===== config.mk =====
export PLATFORM = sky130hd
export DESIGN_NAME = sre_cell
export DESIGN_NICKNAME = d
export VERILOG_FILES = /design/src/design/sre_pkg.sv /design/src/design/sre_cell.sv
export SDC_FILE = /design/constraint.sdc
export NUM_CORES = 1
export LEC_CHECK = 0
export ABC_AREA = 1
export BUFFER_PORTS_ARGS = -buffer_cell sky130_fd_sc_hd__buf_2
export CAP_MARGIN = 30
export CORE_ASPECT_RATIO = 0.75
export CORE_MARGIN = 3
export CORE_UTILIZATION = 48
export CTS_CLUSTER_SIZE = 40
export DETAILED_ROUTE_END_ITERATION = 10
export MAX_ROUTING_LAYER = met4
export PLACE_DENSITY = 0.76
export SLEW_MARGIN = 20
export SYNTH_ARGS = -nofsm -noshare
export SYNTH_HDL_FRONTEND = slang
export SYNTH_SLANG_ARGS = --single-unit

===== constraint.sdc =====
create_clock -name clk_i -period 2.04 [get_ports clk_i]
set_input_delay 0.102 -clock clk_i [delete_from_list [all_inputs] [get_ports clk_i]]
set_output_delay 0.102 -clock clk_i [all_outputs]
set_load 0.02 [all_outputs]

===== src/design/sre_pkg.sv =====
`default_nettype none
// ----------------------------------------------------------------------------
// Stable rank engine package
// Shared widths, codes, transfer payload types and token type for the cell chain.
// ----------------------------------------------------------------------------
package sre_pkg;

  localparam int MAX_ITEMS = 1024;
  localparam int KEY_BITS  = 32;

  localparam int IDX_W  = $clog2(MAX_ITEMS);
  localparam int CNT_W  = IDX_W + 1;
  localparam int RANK_W = IDX_W;
  localparam int CMP_W  = (CNT_W > 10) ? CNT_W : 10;

  localparam logic [1:0] ACT_LOAD  = 2'd0;
  localparam logic [1:0] ACT_QUERY = 2'd1;
  localparam logic [1:0] ACT_CLEAR = 2'd2;

  localparam logic [1:0] ST_OK    = 2'd0;
  localparam logic [1:0] ST_RANGE = 2'd1;
  localparam logic [1:0] ST_FULL  = 2'd2;

  typedef logic signed [KEY_BITS-1:0] key_t;

  typedef struct packed {
    logic [1:0]         action;
    logic signed [31:0] key_value;
    logic [9:0]         query_index;
  } sre_in_t;

  typedef struct packed {
    logic [9:0] rank;
    logic [1:0] status;
  } sre_out_t;

  typedef enum logic [1:0] {
    TOK_NONE  = 2'd0,
    TOK_LOAD  = 2'd1,
    TOK_QUERY = 2'd2
  } tok_act_e;

  typedef struct packed {
    tok_act_e          act;
    key_t              key;
    logic [IDX_W-1:0]  idx;
    logic [RANK_W-1:0] acc;
    logic [1:0]        status;
  } sre_tok_t;

  function automatic key_t to_key(logic signed [31:0] raw);
    return KEY_BITS'(raw);
  endfunction

endpackage
`default_nettype wire


===== src/design/sre_cell.sv =====
`default_nettype none
// ----------------------------------------------------------------------------
// Stable rank engine cell
// Holds one table entry and passes one token per advance to its neighbor.
// ----------------------------------------------------------------------------
module sre_cell (
  input  wire logic                    clk_i,
  input  wire logic                    rst_ni,
  input  wire logic                    adv_i,
  input  wire logic [sre_pkg::IDX_W-1:0] cell_idx_i,
  input  wire logic                    tok_vld_i,
  input  wire sre_pkg::sre_tok_t       tok_i,
  output logic                         tok_vld_o,
  output sre_pkg::sre_tok_t            tok_o
);
  import sre_pkg::*;

  key_t              key_q, key_d;
  logic [RANK_W-1:0] rank_q, rank_d;
  sre_tok_t          tok_q, tok_d;
  logic              vld_q;

  always_comb begin
    tok_d  = tok_i;
    key_d  = key_q;
    rank_d = rank_q;
    if (tok_vld_i) begin
      case (tok_i.act)
        TOK_LOAD: begin
          if (cell_idx_i == tok_i.idx) begin
            key_d  = tok_i.key;
            rank_d = tok_i.acc;
          end else if (cell_idx_i < tok_i.idx) begin
            if (key_q <= tok_i.key) begin
              tok_d.acc = tok_i.acc + RANK_W'(1);
            end else begin
              rank_d = rank_q + RANK_W'(1);
            end
          end
        end
        TOK_QUERY: begin
          if (cell_idx_i == tok_i.idx) begin
            tok_d.acc = rank_q;
          end
        end
        default: begin
        end
      endcase
    end
  end

  always_ff @(posedge clk_i or negedge rst_ni) begin
    if (!rst_ni) begin
      vld_q <= 1'b0;
    end else if (adv_i) begin
      vld_q <= tok_vld_i;
    end
  end

  always_ff @(posedge clk_i) begin
    if (adv_i) begin
      tok_q  <= tok_d;
      key_q  <= key_d;
      rank_q <= rank_d;
    end
  end

  assign tok_vld_o = vld_q;
  assign tok_o     = tok_q;

endmodule
`default_nettype wire


==> results.md, run 1 <==
- Final setup margin: -0.2803 ns
- Post-synth EDFFs: 98
- Clock sinks: 99
- ANT nets after route: 0
- Bufs on Longest Clock Path: 2
- Share of synthesized area spent on multiplexers: 0.002197
- Synth Area in XOR/XNOR: 0.01025
- Die ar.: 11970 um^2
- Clock transition at path regs: 0.07 ns
- Num ports: 127
- Vias: about 4.2k
- Initial antenna violation count: 0
- Vias in the first global route: 4121
- Crit start category: flip-flop
- Adder-Cell Fraction of Synth Area: 0.1123
- CP endpoint kind: flip-flop
- Initial Util: 0.4962
- Leak: 3.206 nW
- Latest clock arrival within the worst-skew pair: 0.34 ns
- Path depth of the worst reg2reg path: 13
- Number of diodes: 0
- DRC viols: 0
- Ys async rst share: 0.01010
- Library cells used by synthesis: 36
- Reg-to-reg critical path startpoint: key_q[23]
- Most frequent cells in the layout: buf_2 (126), edfxtp_1 (98), inv_1 (79)
- Fin crit period: 2.320 ns
- Worst Hold Launch: tok_vld_i
- Achievable Freq: between 0.4 and 0.5 GHz
- Required time worst endpoint: 2.13 ns
- Die height: 95.50 um
- Dpl ws: -0.1838 ns
- # Max-Cap Violations: 0
- Drt initial violations: 313
- Final worst path period share: 1.137
- Kind of critical path: flip-flop to flip-flop
- Core area: roughly 10000 um^2
- Count of buffers from port buffering: 126
- Multi-input gate area: a little over 2000 um^2
- Post-synthesis compound-gate area fraction: 0.07444
- Crit. Startpoint: key_q[23]
- Status: finished with violations
- Most common cell after layout, fill and taps aside: buf_2
- Filler cell count: about 760
- Dpl cell area: about 6100 um^2
- WHS Path Cells: 2
- Violated checks: negative setup slack
- Slew headroom: 0.6951
- Crit path max fanout: 5
- Synth Register Bits: 99
- CTS tree: yes
- Nets: 786
- Net Count, Synth: 589
- Root Buffer: clkbuf_16
- Placed insts: 745
- Post-Synth Simple-Gate Area: 0.1489
- DR WL/cell: 16.07 um
- Slew Viols, Final: 0
- Data arrival, critical path: 2.41 ns
- Total Power: 0.004903 W
- Final TNS setup: -4.917 ns
- Final Hold Fails: 0
- Row cnt: 32
- Final non-filler cell total: 811
- Share of post-route cells with drive strength above 1: 0.3304
- P&R area growth vs syn: 38.44%
- First-pass GRT wire length: 20.02 mm
- Vias per cell: 5.154
- Seq/Total Area, Yosys: 0.5790
- Final setup viols: 20
- Mapped Avg Cell Area: 10.84 um^2
- Post-Syn Area: ~5100 um^2
- Max VDD drop: 0.0004751 V
- Synth Instances: 473
- RD Place Congestion: 0.8294
- Gr usage total: 0.2191
- Top FF cell, synth: edfxtp_1
- Worst R2R Setup Slack: -0.28 ns
- Dpl hpwl: 8.697 mm
- Final clock skew: ~0.0090 ns
- Final WL: 13.04 mm
- Yosys warnings: 0
- RSZ-0062 raised after global routing: true
- Die W: about 130 um
- GRT overflow: 0
- Cell Pwr Density: 690.9 nW/um^2
- H-tree lvl count: 3
- Worst min-delay path endpoint: tok_vld_o
- Hold Path Class: input pin to flip-flop
- Pin count of the biggest net entering global routing: slightly below 60
- TritonRoute pass-1 iters: 5
- Worst slew pin tran: ~0.45 ns
- Largest family of logic cells by synthesized area: simple AND/OR/NAND/NOR gates
- Worst r2r dst: tok_o[2]
- Storage element area: 2968 um^2
- Num CTS Buffers: 9
- Layout Cell Area excl Fill: 7097 um^2
worst max-delay path, stage by stage, from the launching register on:
cell and delay, ns:
edfxtp_1 0.44, ha_4 0.31, nand2_2 0.08, nor2_4 0.09, nand2_1 0.09, nor3b_4 0.21, nand2_1 0.10, nand3_1 0.12
nand3_4 0.14, buf_12 0.17, nand2_2 0.06, nand2_1 0.06, nand3_1 0.09, a22oi_1 0.07
cells in the mapped netlist, types with 2 or more instances:
library cell / number / area (um^2)
nor2_2: 2 / 12.51
inv_2: 4 / 15.01
nor3_1: 5 / 25.02
clkinv_1: 2 / 7.510
edfxtp_1: 98 / 2943
nand3_1: 23 / 115.1
buf_6: 2 / 22.52
o21ai_1: 7 / 35.03
nand4_1: 6 / 37.54
inv_1: 80 / 300.3
xor2_1: 5 / 43.79
o21a_1: 3 / 22.52
nand3_2: 6 / 60.06
clkbuf_1: 4 / 15.01
nor2_1: 26 / 97.59
nor3_2: 2 / 20.02
nor3b_2: 2 / 25.02
ha_1: 46 / 575.6
a22oi_1: 6 / 45.04
o211ai_1: 2 / 15.01
a21oi_2: 5 / 43.79
nand2_1: 82 / 307.8
o21ai_0: 10 / 50.05
a21oi_1: 31 / 155.2
nand2_2: 3 / 18.77
area by class of cell:
class,count,share of cell area
flip-flops and latches,99,0.4182
multi-input cells,282,0.2853
repair buffers,192,0.1848
inverters,86,0.04549
clock buffers,10,0.03226
well taps,136,0.02398
clock inverters,6,0.01005
cell families after synthesis:
logic type,Yosys count
xor+xnor,6
fa+ha+maj,46
mux,1
flops,99
compound gates,66
buf+inv,93
simple gates,162
repair_timing:
action,in CTS,in global routing
gates cloned,1,2
endpoints found under the setup margin,20,20
endpoints found under the hold margin,75,0
buffers inserted,1,1
hold buffers,45,0
resized for setup,5,25
pin swaps,3,16
report_power, final:
group / total, W / switching [W] / internal [W] / leakage [nW]
Clock: 0.00172 / 0.000762 / 0.000963 / 0.140
Sequential: 0.00237 / 0.0000280 / 0.00235 / 0.937
Combinational: 0.000805 / 0.000474 / 0.000331 / 2.13
stage by stage:
step | utilization | hold slack [ns]
finish | 0.6870 | 0.02886
detailed placement | 0.5908 | -0.1207
CTS | 0.6673 | 0.01583
global route | 0.6870 | 0.03361
floorplan | - | -0.1936
global placement | 0.5908 | -0.1225
flip-flops by register name (all words and copies together), names as in the netlist:
name / count
key_q: 32
rank_q: 10
tok_o: 56
tok_vld_o: 1
layer usage:
| metal | up-vias | wire, um | part of all wire | GRT usage |
|---|---|---|---|---|
| met5 | - | 0 | 0 | - |
| li1 | 2018 | - | - | - |
| met1 | 2003 | 5830 | 0.45 | 0.2812 |
| met4 | 0 | 145 | 0.011 | 0.05686 |
| met3 | 12 | 765 | 0.059 | 0.05095 |
| met2 | 147 | 6295 | 0.48 | 0.3569 |
worst max-delay path by stage:
stage / endpoint
floorplan: rank_q[0]
global placement: tok_o[4]
detailed placement: tok_o[2]
CTS: tok_o[5]
global route: tok_o[4]
finish: tok_o[2]
No activity file was read; power rests on OpenSTA's default activity.
==> inputs of run 2 (changes only) <==
Settings changed: CORE_MARGIN 3 to 2.
==> run 2 against run 1 <==
The run still ends with negative setup slack left. Critical endpoint is now tok_o[4]. Die area decreased by 3.7%. Flip-flop and latch count unchanged. First-iteration DRC count decreased by 26%. Largest cell class unchanged. Largest power group unchanged. Sequential power about the same.
==> results.md, run 2 (synthesized netlist as in run 1, its figures left out) <==
- Worst slew pin tran: 0.4326 ns
- First-pass GRT wire length: 19.78 mm
- Most common cell after layout, fill and taps aside: buf_2
- Final clock skew: between 0.009 and 0.01 ns
- Required time worst endpoint: 2.14 ns
- Row cnt: 32
- Switching Power: 0.001284 W
- Bufs on Longest Clock Path: 2
- Clk pwr share: 0.339
- Root Buffer: clkbuf_16
- Most frequent cells in the layout: buf_2 (126), edfxtp_1 (98), inv_1 (79)
- Num ports: 127
- H-tree lvl count: 3
- Fin crit period: roughly 2.3 ns
- Vias in the first global route: just over 4k
- Die height: 93.50 um
- Share of post-route cells with drive strength above 1: 0.3299
- Final Hold Fails: 0
- Worst min-delay path endpoint: tok_vld_o
- Pin count of the biggest net entering global routing: 58
- Die ar.: 11530 um^2
- Layout Cell Area excl Fill: 7078 um^2
- CP max-delay cell: edfxtp_1
- Dpl ws: -0.1553 ns
- Hold slack: 0.03388 ns
- DR WL/cell: roughly 15 um
- Vias: 4047
- Count of buffers from port buffering: 126
- Hold Path Class: input pin to flip-flop
- Worst R2R Setup Slack: -0.23 ns
- Worst r2r dst: tok_o[4]
- Fin util: 0.6852
- Number of flip-flops in the largest register: 56
- Critical path, cell by cell: ha_4 -> nand2_2 -> nor2_2 -> nand2_1 -> nor3b_2 -> nand2_1 -> nand3_1 -> nand3_4 -> clkbuf_16 -> nand4_1 -> nand2_2 -> nand2_1 -> a21oi_2
- Achievable Freq: 0.4408 GHz
- Dpl cell area: between 6000 and 7000 um^2
- Crit path max fanout: 9
- Nets: 784
- DRC viols: 0
- Total Power: 0.004805 W
- CP endpoint kind: flip-flop
- Kind of critical path: flip-flop to flip-flop
- RD Place Congestion: 0.8877
- Latest clock arrival within the worst-skew pair: 0.35 ns
- Core area: a little over 10000 um^2
- Crit start category: flip-flop
- Final setup margin: -0.2286 ns
- Final worst path period share: 1.112
- Cell Int Power: approximately 0.0035 W
- Switching Share: 0.2672
- Dpl hpwl: 8.402 mm
- Status: finished with violations
- RSZ-0062 raised after global routing: true
- Gr usage total: 0.2327
- Top delay family on crit path: simple AND/OR/NAND/NOR gates
- Final WL: 12.46 mm
- Violated checks: negative setup slack
- Worst Hold Launch: tok_vld_i
- Initial antenna violation count: 0
- Die W: 123.3 um
- WP buf/inv: 1
- Initial Util: 0.4962
- GRT overflow: 0
- Data arrival, critical path: 2.37 ns
- Comb power frac: 0.167
- Path depth of the worst reg2reg path: 13
- P&R area growth vs syn: 38.08%
- ANT nets after route: 0
- WHS Path Cells: 2
- CTS tree: yes
- Final setup viols: 20
- Clock sinks: 99
- # Max-Cap Violations: 0
- Slew headroom: 0.7113
- Vias per cell: 5.002
- WP depth: 13
- Clock transition at path regs: 0.07 ns
- Number of diodes: 0
- Cell Pwr Density: 678.8 nW/um^2
- Num CTS Buffers: 9
- TritonRoute pass-1 iters: 4
- Leak: 3.173 nW
- Worst path most repeated cell: nand2_1
- Slowest cell delay on critical path: 0.46 ns
- Slew Viols, Final: 0
- Sequential Power Share: 0.494
- Drt initial violations: 232
- Reg-to-reg critical path startpoint: key_q[20]
- Max VDD drop: 0.0004688 V
-- run 2: cell types whose count changed in the layout (fill, tap and decap cells not counted), sizes merged --
cell	previous run	this run
buf	145	141
clkinv	3	5
dlygate4sd3	45	47
bufinv	1	0
clkbuf	12	11
clkinvlp	2	1
inv	86	87
-- run 2: layer usage --
metal / wire length (um) / global-route usage / vias up
li1: - / - / 2019
met1: 5654 / 0.3022 / 1878
met2: 5887 / 0.3672 / 130
met3: 687 / 0.05488 / 20
met4: 229 / 0.06629 / 0
met5: 0 / - / -
-- run 2: area by class of cell --
| class | instances | area, um^2 |
|---|---|---|
| clock inverter | 7 | 57.56 |
| inverter | 86 | 322.8 |
| tap | 136 | 170.2 |
| clock buffer | 9 | 225.2 |
| timing repair buffer | 190 | 1301 |
| sequential | 99 | 2968 |
| fill | 796 | 3252 |
| multi-input combinational | 282 | 2033 |
-- run 2: timing repair --
item,in CTS,in global routing
cloned,1,2
gates resized for setup,9,23
pin swaps,1,13
setup buffers,0,1
hold buffers,47,0
endpoints found under the hold margin,79,0
setup endpoints to repair,20,20
-- run 2: power by group through the flow --
stage / sequential [W] / combinational (W) / clock (W)
final: 0.00238 / 0.000802 / 0.00163
after global routing: 0.00238 / 0.000879 / 0.00173
after CTS: 0.00238 / 0.000752 / 0.00167
after detailed placement: 0.00242 / 0.000667 / 0
after global placement: 0.00242 / 0.000646 / 0
after floorplan: 0.00255 / 0.000248 / 0
-- run 2: worst reg2reg max path: stages, from the launching register on --
cell	delay [ns]
edfxtp_1	0.46
ha_4	0.31
nand2_2	0.04
nor2_2	0.11
nand2_1	0.07
nor3b_2	0.21
nand2_1	0.09
nand3_1	0.11
nand3_4	0.16
clkbuf_16	0.21
nand4_1	0.09
nand2_2	0.06
nand2_1	0.06
a21oi_2	0.05
-- run 2: worst max-delay path by stage --
stage,slack [ns],start,end
after floorplan,-0.03,key_q[31],rank_q[0]
after global placement,-0.08,key_q[9],tok_o[2]
after detailed placement,-0.16,key_q[31],tok_o[5]
after CTS,-0.16,key_q[7],tok_o[4]
after global routing,-0.39,key_q[20],tok_o[7]
final,-0.23,key_q[20],tok_o[4]
-- run 2: metrics by stage --
stage / instances / TNS (ns)
after global placement: 742 / -1.311
after floorplan: 473 / -0.2538
after detailed placement: 742 / -2.584
final: 809 / -3.876
after CTS: 806 / -2.398
after global routing: 809 / -6.819
